File: config.mk
export PLATFORM = sky130hd
export DESIGN_NAME = frame_fragment_reassembly_tracker_core
export DESIGN_NICKNAME = d
export VERILOG_FILES = /design/src/sv/frt_pkg.sv /design/src/sv/frame_fragment_reassembly_tracker_core.sv /design/src/sv/frt_slot_table.sv /design/src/sv/frt_decide.sv
export SDC_FILE = /design/constraint.sdc
export NUM_CORES = 1
export LEC_CHECK = 0
export ABC_AREA = 1
export BUFFER_PORTS_ARGS = -buffer_cell sky130_fd_sc_hd__clkbuf_2
export CELL_PAD_IN_SITES_DETAIL_PLACEMENT = 0
export CELL_PAD_IN_SITES_GLOBAL_PLACEMENT = 2
export CORE_ASPECT_RATIO = 1.2
export CORE_UTILIZATION = 42
export DETAILED_ROUTE_END_ITERATION = 7
export GPL_TIMING_DRIVEN = 0
export PLACE_DENSITY = 0.85
export SETUP_SLACK_MARGIN = 0.5
export SYNTH_ARGS = -nofsm -noshare
export SYNTH_HDL_FRONTEND = slang
export SYNTH_SLANG_ARGS = --single-unit
File: constraint.sdc
create_clock -name clk -period 7.6 [get_ports clk]
set_clock_uncertainty 0.15 [all_clocks]
set_input_delay 1.52 -clock clk [delete_from_list [all_inputs] [get_ports clk]]
set_output_delay 1.52 -clock clk [all_outputs]
set_load 0.05 [all_outputs]
File: src/sv/frt_pkg.sv
// ----------------------------------------------------------------------------
// frt_pkg
// Shared types, constants and helpers of the fragment reassembly tracker.
// ----------------------------------------------------------------------------
package frt_pkg;

  // slot count is a power of two: the slot index is the low frame bits
  localparam int SLOT_COUNT  = 8;
  localparam int MAX_PACKETS = 64;
  localparam int SLOT_W      = (SLOT_COUNT > 1) ? $clog2(SLOT_COUNT) : 1;

  localparam int FRAME_W = 16;
  localparam int INDEX_W = 16;
  localparam int COUNT_W = 16;
  localparam int CNT_W   = 7;
  localparam int STAT_W  = 3;
  localparam int SLOTO_W = 3;
  localparam int TOTAL_W = 7;
  localparam int WIN_W   = 16;

  localparam logic [CNT_W-1:0]   CNT_MAX     = '1;
  localparam logic [WIN_W-1:0]   WIN_RESET   = 16'h8000;
  localparam logic [COUNT_W-1:0] MAX_PKT_VAL = COUNT_W'(MAX_PACKETS);

  typedef enum logic [STAT_W-1:0] {
    ST_OLD      = 3'd0,
    ST_STORED   = 3'd1,
    ST_COMPLETE = 3'd2,
    ST_TOO_MANY = 3'd3,
    ST_SHORT    = 3'd4
  } status_t;

  typedef struct packed {
    logic [FRAME_W-1:0] frame_number;
    logic [INDEX_W-1:0] packet_index;
    logic [COUNT_W-1:0] packets_in_frame;
    logic               sync_flag;
    logic               whole_packet;
  } item_t;

  typedef struct packed {
    status_t             status;
    logic [FRAME_W-1:0]  done_frame;
    logic [SLOTO_W-1:0]  slot_used;
    logic [TOTAL_W-1:0]  fragment_total;
  } result_t;

  typedef struct packed {
    logic                   valid;
    logic [FRAME_W-1:0]     frame;
    logic [MAX_PACKETS-1:0] seen_map;
    logic [CNT_W-1:0]       stored_count;
  } slot_t;

  // write command from the decision logic into the slot table
  typedef struct packed {
    logic                   en;
    logic                   sync;
    logic [SLOT_W-1:0]      idx;
    slot_t                  slot;
    logic                   deliver;
    logic [FRAME_W-1:0]     frame;
  } upd_t;

  function automatic logic [MAX_PACKETS-1:0] low_mask(input logic [COUNT_W-1:0] c);
    logic [MAX_PACKETS-1:0] m;
    for (int i = 0; i < MAX_PACKETS; i++) begin
      m[i] = (c > COUNT_W'(i));
    end
    return m;
  endfunction

  function automatic logic [MAX_PACKETS-1:0] bit_of(input logic [INDEX_W-1:0] p);
    logic [MAX_PACKETS-1:0] m;
    for (int i = 0; i < MAX_PACKETS; i++) begin
      m[i] = (p == INDEX_W'(i));
    end
    return m;
  endfunction

endpackage

File: src/sv/frame_fragment_reassembly_tracker_core.sv
// ----------------------------------------------------------------------------
// frame_fragment_reassembly_tracker_core
// Fragment header tracker: per-slot bitmap reassembly with a serial window.
// ----------------------------------------------------------------------------
//   channel  direction  beat contents
//   in_      slave      tdata: frame_number, packet_index, packets_in_frame
//                       tuser: sync_flag, whole_packet
//   out_     master     tdata: done_frame, slot_used, fragment_total
//                       tuser: status
//   cfg_     slave      data: newer_window
//
// One beat per cycle sustained while out_tready stays high; a beat passes the
// input register, then the result register, before its result is presented.
// The slot table is read and written in the cycle a beat moves from the input
// register to the result register, so the next beat sees the updated state.
// Stalls on out_tready hold the result register and back up into the input
// register; in_tready drops only when both are full.
// Reset (synchronous, rst_n low) empties all slots and the delivered frame.
// ----------------------------------------------------------------------------
module frame_fragment_reassembly_tracker_core (
  input  logic        clk,
  input  logic        rst_n,
  input  logic        in_tvalid,
  output logic        in_tready,
  input  logic [47:0] in_tdata,   // frame_number, packet_index, packets_in_frame
  input  logic [1:0]  in_tuser,   // sync_flag, whole_packet
  output logic        out_tvalid,
  input  logic        out_tready,
  output logic [31:0] out_tdata,  // done_frame, slot_used, fragment_total, zero pad
  output logic [2:0]  out_tuser,  // status
  input  logic        cfg_valid,
  output logic        cfg_ready,
  input  logic [15:0] cfg_data    // newer_window
);
  import frt_pkg::*;

  logic                 in_v_r;
  item_t                in_item_r;
  logic                 out_v_r;
  logic                 out_v_nxt;
  result_t              out_res_r;
  logic [WIN_W-1:0]     window_r;
  logic                 advance;
  logic [SLOT_W-1:0]    slot_idx;
  slot_t                rd_slot;
  logic                 dlv_valid;
  logic [FRAME_W-1:0]   dlv_frame;
  result_t              res;
  upd_t                 upd;

  assign advance   = in_v_r && (!out_v_r || out_tready);
  assign in_tready = !in_v_r || advance;
  assign cfg_ready = 1'b1;
  assign out_v_nxt = advance || (out_v_r && !out_tready);

  always_ff @(posedge clk) begin
    if (!rst_n) begin
      in_v_r   <= 1'b0;
      out_v_r  <= 1'b0;
      window_r <= WIN_RESET;
    end else begin
      if (in_tready) begin
        in_v_r <= in_tvalid;
      end
      out_v_r <= out_v_nxt;
      if (cfg_valid) begin
        window_r <= cfg_data;
      end
    end
  end

  always_ff @(posedge clk) begin
    if (in_tready && in_tvalid) begin
      in_item_r.frame_number     <= in_tdata[15:0];
      in_item_r.packet_index     <= in_tdata[31:16];
      in_item_r.packets_in_frame <= in_tdata[47:32];
      in_item_r.sync_flag        <= in_tuser[0];
      in_item_r.whole_packet     <= in_tuser[1];
    end
    if (advance) begin
      out_res_r <= res;
    end
  end

  frt_slot_table u_table (
    .clk       (clk),
    .rst_n     (rst_n),
    .rd_idx    (slot_idx),
    .rd_slot   (rd_slot),
    .dlv_valid (dlv_valid),
    .dlv_frame (dlv_frame),
    .upd       (upd)
  );

  frt_decide u_decide (
    .item      (in_item_r),
    .go        (advance),
    .rd_slot   (rd_slot),
    .dlv_valid (dlv_valid),
    .dlv_frame (dlv_frame),
    .window    (window_r),
    .slot_idx  (slot_idx),
    .res       (res),
    .upd       (upd)
  );

  assign out_tvalid = out_v_r;
  assign out_tdata  = {6'b0, out_res_r.fragment_total, out_res_r.slot_used,
                       out_res_r.done_frame};
  assign out_tuser  = out_res_r.status;

  a_adv_fills_out: assert property (@(posedge clk) disable iff (!rst_n)
    advance |=> out_v_r)
    else $error("result register not loaded after a beat advanced");

  a_total_only_complete: assert property (@(posedge clk) disable iff (!rst_n)
    (out_v_r && out_res_r.status != ST_COMPLETE) |-> out_res_r.fragment_total == '0)
    else $error("fragment total set on a result that did not complete");

  a_total_nonzero: assert property (@(posedge clk) disable iff (!rst_n)
    (out_v_r && out_res_r.status == ST_COMPLETE) |-> out_res_r.fragment_total != '0)
    else $error("completed frame reported with zero fragments");

  a_no_update_stalled: assert property (@(posedge clk) disable iff (!rst_n)
    !advance |-> !upd.en)
    else $error("slot table written without a beat advancing");

endmodule

File: src/sv/frt_slot_table.sv
// ----------------------------------------------------------------------------
// frt_slot_table
// Slot registers and last-delivered frame, one read port and one update port.
// ----------------------------------------------------------------------------
module frt_slot_table (
  input  logic                          clk,
  input  logic                          rst_n,
  input  logic [frt_pkg::SLOT_W-1:0]    rd_idx,
  output frt_pkg::slot_t                rd_slot,
  output logic                          dlv_valid,
  output logic [frt_pkg::FRAME_W-1:0]   dlv_frame,
  input  frt_pkg::upd_t                 upd
);
  import frt_pkg::*;

  logic [SLOT_COUNT-1:0]  valid_r;
  logic [SLOT_COUNT-1:0]  valid_nxt;
  logic [FRAME_W-1:0]     frame_r [SLOT_COUNT];
  logic [MAX_PACKETS-1:0] map_r   [SLOT_COUNT];
  logic [CNT_W-1:0]       count_r [SLOT_COUNT];
  logic                   dlv_valid_r;
  logic                   dlv_valid_nxt;
  logic [FRAME_W-1:0]     dlv_frame_r;

  always_comb begin
    rd_slot.valid        = valid_r[rd_idx];
    rd_slot.frame        = frame_r[rd_idx];
    rd_slot.seen_map     = map_r[rd_idx];
    rd_slot.stored_count = count_r[rd_idx];
  end

  assign dlv_valid = dlv_valid_r;
  assign dlv_frame = dlv_frame_r;

  always_comb begin
    valid_nxt     = valid_r;
    dlv_valid_nxt = dlv_valid_r;
    if (upd.en) begin
      if (upd.sync) begin
        valid_nxt     = '0;
        dlv_valid_nxt = 1'b0;
      end
      valid_nxt[upd.idx] = upd.slot.valid;
      if (upd.deliver) begin
        dlv_valid_nxt = 1'b1;
      end
    end
  end

  always_ff @(posedge clk) begin
    if (!rst_n) begin
      valid_r     <= '0;
      dlv_valid_r <= 1'b0;
    end else begin
      valid_r     <= valid_nxt;
      dlv_valid_r <= dlv_valid_nxt;
    end
  end

  // contents of a slot only matter while its valid bit is set
  always_ff @(posedge clk) begin
    if (upd.en) begin
      frame_r[upd.idx] <= upd.slot.frame;
      map_r[upd.idx]   <= upd.slot.seen_map;
      count_r[upd.idx] <= upd.slot.stored_count;
      if (upd.deliver) begin
        dlv_frame_r <= upd.frame;
      end
    end
  end

endmodule

File: src/sv/frt_decide.sv
// ----------------------------------------------------------------------------
// frt_decide
// Window test, slot restart, bitmap and count update, completion check.
// ----------------------------------------------------------------------------
module frt_decide (
  input  frt_pkg::item_t                item,
  input  logic                          go,
  input  frt_pkg::slot_t                rd_slot,
  input  logic                          dlv_valid,
  input  logic [frt_pkg::FRAME_W-1:0]   dlv_frame,
  input  logic [frt_pkg::WIN_W-1:0]     window,
  output logic [frt_pkg::SLOT_W-1:0]    slot_idx,
  output frt_pkg::result_t              res,
  output frt_pkg::upd_t                 upd
);
  import frt_pkg::*;

  logic                   checked;
  logic                   slot_live;
  logic                   dlv_live;
  logic [FRAME_W-1:0]     dist_dlv;
  logic [FRAME_W-1:0]     dist_slot;
  logic                   newer;
  logic                   same;
  logic [MAX_PACKETS-1:0] map_new;
  logic [CNT_W-1:0]       cnt_base;
  logic [CNT_W-1:0]       cnt_new;
  logic [MAX_PACKETS-1:0] need;
  logic                   complete;

  assign slot_idx = item.frame_number[SLOT_W-1:0];

  always_comb begin
    checked   = item.whole_packet && (item.packets_in_frame <= MAX_PKT_VAL);
    // a sync empties everything before the window test
    slot_live = rd_slot.valid && !item.sync_flag;
    dlv_live  = dlv_valid && !item.sync_flag;
    dist_dlv  = item.frame_number - dlv_frame;
    dist_slot = item.frame_number - rd_slot.frame;
    newer     = (!dlv_live || (dist_dlv < window)) &&
                (!slot_live || (dist_slot < window));
    same      = slot_live && (rd_slot.frame == item.frame_number);
    map_new   = (same ? rd_slot.seen_map : '0) | bit_of(item.packet_index);
    cnt_base  = same ? rd_slot.stored_count : '0;
    cnt_new   = (cnt_base == CNT_MAX) ? cnt_base : cnt_base + 1'b1;
    need      = low_mask(item.packets_in_frame);
    complete  = (COUNT_W'(cnt_new) == item.packets_in_frame) && ((map_new & need) == need);

    res.done_frame     = item.frame_number;
    res.slot_used      = SLOTO_W'(slot_idx);
    res.fragment_total = '0;
    if (!item.whole_packet) begin
      res.status = ST_SHORT;
    end else if (!checked) begin
      res.status = ST_TOO_MANY;
    end else if (!newer) begin
      res.status = ST_OLD;
    end else if (complete) begin
      res.status         = ST_COMPLETE;
      res.fragment_total = TOTAL_W'(item.packets_in_frame);
    end else begin
      res.status = ST_STORED;
    end

    upd.en                = go && checked && newer;
    upd.sync              = item.sync_flag;
    upd.idx               = slot_idx;
    upd.slot.valid        = !complete;
    upd.slot.frame        = item.frame_number;
    upd.slot.seen_map     = map_new;
    upd.slot.stored_count = cnt_new;
    upd.deliver           = complete;
    upd.frame             = item.frame_number;
  end

endmodule

### Word-level counts from Yosys, hierarchy flattened

Memories as Yosys holds them, arrays and structs flattened. A register that Yosys moved wholly into a read port is not among the register bits.
Index checks and enable logic that the tools add are counted.

| storage, ports and cells | value |
|---|---|
| register bits after elaboration | 122 |
| logic and storage cells | 208 |
| latch bits | 0 |
| input port bits | 71 |
| ROM bits | 0 |
| memory bits (writable) | 696 |
| memories kept | 3 |
| output and inout bits | 38 |

| cells by class | value |
|---|---|
| shift operators | 0 |
| add/subtract/negate cells | 3 |
| div/mod/pow operators | 0 |
| magnitude comparators | 69 |
| reduce and logical (&&, ||, !) cells | 29 |
| multiplexer cells | 20 |
| bitwise operators | 2 |
| $mul | 0 |
| eq/ne operators | 67 |

Memory list:

| name | words | bits a word | rd ports | clocked after Yosys merged registers in | wr ports | line | RTL |
|---|---|---|---|---|---|---|---|
| u_table.map_r | 8 | 64 | 1 | 1 | 1 | frt_slot_table.sv:19 | `logic [MAX_PACKETS-1:0] map_r [SLOT_COUNT];` |
| u_table.frame_r | 8 | 16 | 1 | 1 | 1 | frt_slot_table.sv:18 | `logic [FRAME_W-1:0] frame_r [SLOT_COUNT];` |
| u_table.count_r | 8 | 7 | 1 | 1 | 1 | frt_slot_table.sv:20 | `logic [CNT_W-1:0] count_r [SLOT_COUNT];` |

Operators with widths:

| cell | count |
|---|---|
| 16-bit by 6-bit == test with 1-bit output, second input constant | 32 |
| 16-bit by 6-bit greater-than comparator with 1-bit output, second input constant | 32 |
| 16-bit by 5-bit == test with 1-bit output, second input constant | 16 |
| 16-bit by 5-bit greater-than comparator with 1-bit output, second input constant | 16 |
| 16-bit by 4-bit == test with 1-bit output, second input constant | 8 |
| 16-bit by 4-bit greater-than comparator with 1-bit output, second input constant | 8 |
| 64-bit AND | 1 |
| 16-bit by 3-bit == test with 1-bit output, second input constant | 4 |
| 64-bit == test | 1 |
| 16-bit by 3-bit greater-than comparator with 1-bit output, second input constant | 4 |
| 64-bit 2-to-1 mux | 1 |
| 64-bit bitwise OR | 1 |
| 16-bit by 2-bit == test with 1-bit output, second input constant | 2 |
| 16-bit by 1-bit greater-than comparator with 1-bit output, second input constant | 2 |
| 16-bit by 2-bit greater-than comparator with 1-bit output, second input constant | 2 |
| 16-bit < comparator | 2 |
| 16-bit subtractor | 2 |
| 16-bit by 1-bit == test with 1-bit output, second input constant | 1 |
| 16-bit == test | 1 |
| 7-bit by 16-bit == test with 1-bit output | 1 |
| 16-bit by 7-bit less-or-equal comparator with 1-bit output, second input constant | 1 |
| 16-bit zero test | 1 |
| 8-bit 2-to-1 mux | 2 |
| 3-bit 2-to-1 mux | 5 |
| 16 further kinds | 44 |

### Depth between registers and ports, before layout

| depth | value |
|---|---|
| word-level depth | 12 |
| mapped depth | 38 |
| gate-level depth less buffers | 33 |

### Hierarchy

A second synthesis with hierarchy kept.

| second synthesis, totals | value |
|---|---|
| cells, all modules | 4460 |
| area total of the unflattened synthesis | 40436.3 µm² |

By module, submodules not included:

| module | area an instance (µm²) | seq. area each (µm²) | cells each | instances |
|---|---|---|---|---|
| frt_slot_table | 31162.4 | 21560.7 | 3115 | 1 |
| frt_decide | 6174.7 | 0.0 | 1176 | 1 |
| frame_fragment_reassembly_tracker_core | 3099.2 | 2732.6 | 169 | 1 |

### Least setup slack after synthesis

Ideal clock, no wire load.

| path | value |
|---|---|
| kind | reg2reg |
| start | register (tool-made name) |
| end | memory u_table.count_r[4][0] (enable) |
| stages on the path, launching flop included | 30 |
| slack | 0.596 ns |
| library setup time | 0.440 ns |
| path buffers | 5 |
| clock period less this slack | 7.004 ns |
| data required time | 7.010 ns |
| arrival | 6.413 ns |
| cell sequence | dfxtp_1 -> buf_2 -> buf_1 -> buf_1 -> clkbuf_1 -> clkbuf_1 -> o21ai_0 -> ha_1 -> nand3_1 -> nand2_1 -> a21oi_1 -> o21bai_1 -> a21o_1 -> a21oi_1 -> o21ai_0 -> nand2_1 -> nand2_1 -> nand2_1 -> nand2_1 -> a31oi_1 -> xnor2_1 -> ha_1 -> a21oi_1 -> o21ai_0 -> o21bai_1 -> nand2_1 -> nand2_1 -> nor3_2 -> nand3_1 -> inv_1 |

RTL lines:

| element | line |
|---|---|
| end: declaration | frt_slot_table.sv:20 |

==> run_results.csv <==
group,metric,value,unit
global_routing,grt_max_degree,48,
synthesis,ys_warn_count,0,
timing,max_slew_margin,0.0187,
layout,final_util,0.491,
die,pin_count,109,
critical_path,cp_slowest_cell,"dfxtp_1",
placement,io_buffers,101,
clocking,ctsHtreeMaxLevel,3,
clocking,tritoncts,"built",
hold_path,min_path_type,"reg2reg",
timing,post-route-period-util,0.892,
clocking,cts_buffers,81,
clocking,ctsHoldBuffers,0,
clocking,cts.clk_slew.worst_paths,0.06,ns
global_routing,first_global_vias,26500,
timing,setup_viol,0,
critical_path,crit_top_cell,"nand2_1",
critical_path,start_kind,"flip-flop",
timing,worst_slew_pin_slew,1.46,ns
critical_path,r2r_cells,32,
critical_path,slowest_delay,0.45,ns
power_and_ir_drop,leakage,16.6,nW
timing,final_max_slew_viol_count,0,
clocking,cts-root-buf,"clkbuf_16",
power_and_ir_drop,peakVddDrop,0.203,mV
synthesis,ys_ff_latch,818,
global_routing,grt_pass1_wl,183000,um
detailed_routing,ant_nets,0,
critical_path,rr_endpoint,"u_table.count_r[5][5]",
detailed_routing,wire_per_inst,27.5,um
hold_path,hold_path_startpoint,"in_v_r",
timing,layout_min_cycle_time,6.78,ns
layout,layout.cells.non_filler,4793,
timing,fmax,148,MHz
critical_path,worst_setup_path_end_kind,"flip-flop",
clocking,cts_buffer_depth,3,
timing,whs,0.319,ns
layout,drive_gt1_frac,0.118,
critical_path,crit_type,"reg2reg",
detailed_routing,drt_pass1_iterations,5,
power_and_ir_drop,pwr_density_cell,242,mW/mm^2
detailed_routing,drcViolationCount,0,
timing,grt_setup_unrepaired,"no",
layout,nets,3720,
critical_path,worstPathArrival,6.95,ns
clocking,clock_latency,0.68,ns
power_and_ir_drop,power,0.0103,W
layout,layout.cells.most_common,"edfxtp_1",
layout,area_growth,16.0,%
global_routing,grt_antenna_before_repair,3,
hold_path,hold_depth,2,
timing,fin_tns_setup,0,ns
placement,gp_congestion,0.998,
critical_path,worst-r2r-setup-slack,0.82,ns
critical_path,critPathRequiredTime,7.77,ns
synthesis,yosysUniqueCellTypes,47,
timing,final_hold_viol_count,0,
global_routing,grt_overflow,0,
layout,final_cell_mix,"edfxtp_1 (788), nand2_1 (613), o21ai_0 (414)",
layout,fillers,8085,
outcome,status,"finished clean",
placement,hpwl,85300,um
clocking,cts_sinks,818,
global_routing,global_route.usage.total,0.287,
hold_path,hold_end,"out_tvalid",
run,maxCapViolCount,0,
detailed_routing,via_per_inst,5.73,
detailed_routing,drtIter0Drc,2827,
synthesis,syn-instance-count,3359,
die,die_x,271,um
die,core_area,0.0862,mm^2
die,rows,118,
critical_path,crit_fanout,23,
detailed_routing,num_vias,27500,
synthesis,syn_avg_cell_area,10.9,um^2
synthesis,ys_seq_area_frac,0.664,
die,initial_core_util,0.424,
die,die_h,325,um
die,die_area,0.0882,mm^2
synthesis,synth_area,0.0365,mm^2
placement,dpl.cell_count,4614,
detailed_routing,wl,132000,um
[worst max path at each step]
stage	start	to
2_1_floorplan	flip-flop	u_table.count_r[4][0]
3_3_place_gp	flip-flop	u_table.map_r[3][9]
3_5_place_dp	flip-flop	u_table.map_r[5][9]
4_1_cts	flip-flop	u_table.map_r[1][11]
5_1_grt	flip-flop	u_table.map_r[5][47]
6_report	flip-flop	u_table.count_r[5][5]
[cells by family (layout without fill, tap and decap cells)]
family | Yosys count | count (layout) | synth area share
AOI/OAI and AO/OA | 680 | 680 | 0.101
adders and majority gates | 63 | 63 | 0.0220
and+or+nand+nor | 1397 | 1397 | 0.160
DFF | 818 | 818 | 0.664
buffers and inverters | 368 | 656 | 0.0443
xor gates and xnor gates | 30 | 30 | 0.00757
muxes | 1 | 1 | 0.000308
other | 2 | 8 | 0.000206
[layout make-up]
cell class	instances	area, um^2	share of cell area
diodes	1	2.50	0.0000591
plain buffers	193	1080	0.0254
clock buffers	89	2090	0.0493
clock inverters	60	697	0.0165
inverters	175	808	0.0191
multi-input cells	2178	10800	0.255
flip-flops and latches	818	24300	0.573
well taps	1140	1430	0.0337
repair buffers	125	1070	0.0252
repair inverters	14	123	0.00289
[sequential cells by signal (all words and copies together), names as in the netlist, named ones only]
register           cells
out_tdata             23
u_table.count_r       56
out_tvalid             1
u_table.map_r        512
out_tuser              3
u_table.valid_r        8
in_item_r             50
u_table.frame_r      128
u_table.dlv_frame     16
u_table.dlv_valid      1
window_r              16
in_v_r                 1
[metrics by stage]
step / worst slack, ns / cell area, um^2
detailed placement: -1.49 / 38800
global route: 0.505 / 42400
CTS: 0.436 / 42100
floorplan: 0.596 / 36500
finish: 0.824 / 42400
global placement: -4.33 / 38500
[layer usage]
layer	part of all wire	track usage	routed length, um
met5	0.000099	0	13
met4	0.049	0.133	6470
met3	0.072	0.0348	9450
met2	0.49	0.485	64400
met1	0.39	0.369	51600
[cells in the mapped netlist (all sizes together)]
master  count  area (um^2)
a211oi      1         7.51
a21boi      1         7.51
a21o        4         30.0
a21oi      78          390
a221o       1         10.0
a31oi       6         37.5
a32o        6         60.1
and3        1         6.26
buf       104          626
clkbuf     89          334
clkinv      5         20.0
conb        2         7.51
dfxtp      30          601
edfxtp    788        23700
fa          2         40.0
ha         61          763
inv       170          638
mux2        1         11.3
nand2     626         2370
nand3     296         1500
nand3b      5         37.5
nand4      31          200
nor2      422         1630
nor3       16          100
o211ai      5         37.5
o21ai     433         2170
o21bai      4         30.0
o221ai     16          140
o22ai     123          769
o31ai       2         15.0
xnor2      11         96.3
xnor3       1         22.5
xor2       18          158
[report_power, final]
part	internal, W	switching, W	total (W)	leakage (nW)
combinational	0.000314	0.000767	0.00108	6.44
sequential	0.00492	0.0000407	0.00496	8.83
clock	0.00242	0.00181	0.00423	1.35
total	0.00765	0.00261	0.0103	16.6
[critical path: cells and delay by family (launching register included)]
kind                       cells  cell delay [ns]
and+or+nand+nor               12             1.25
AOI/OAI and AO/OA              9             1.42
DFF                            1             0.45
xor gates and xnor gates       1             0.23
adders and majority gates      2             0.66
buffers and inverters          8             2.23
[timing repair]
action                                 in CTS  in global routing
buffers inserted                            5                  1
endpoints found under the hold margin       0                  0
setup endpoints to repair                1136                665
gates cloned                               13                 10
resized for setup                          93                 55
pin swaps                                   1                  1
No activity file was read; power rests on OpenSTA's default activity.
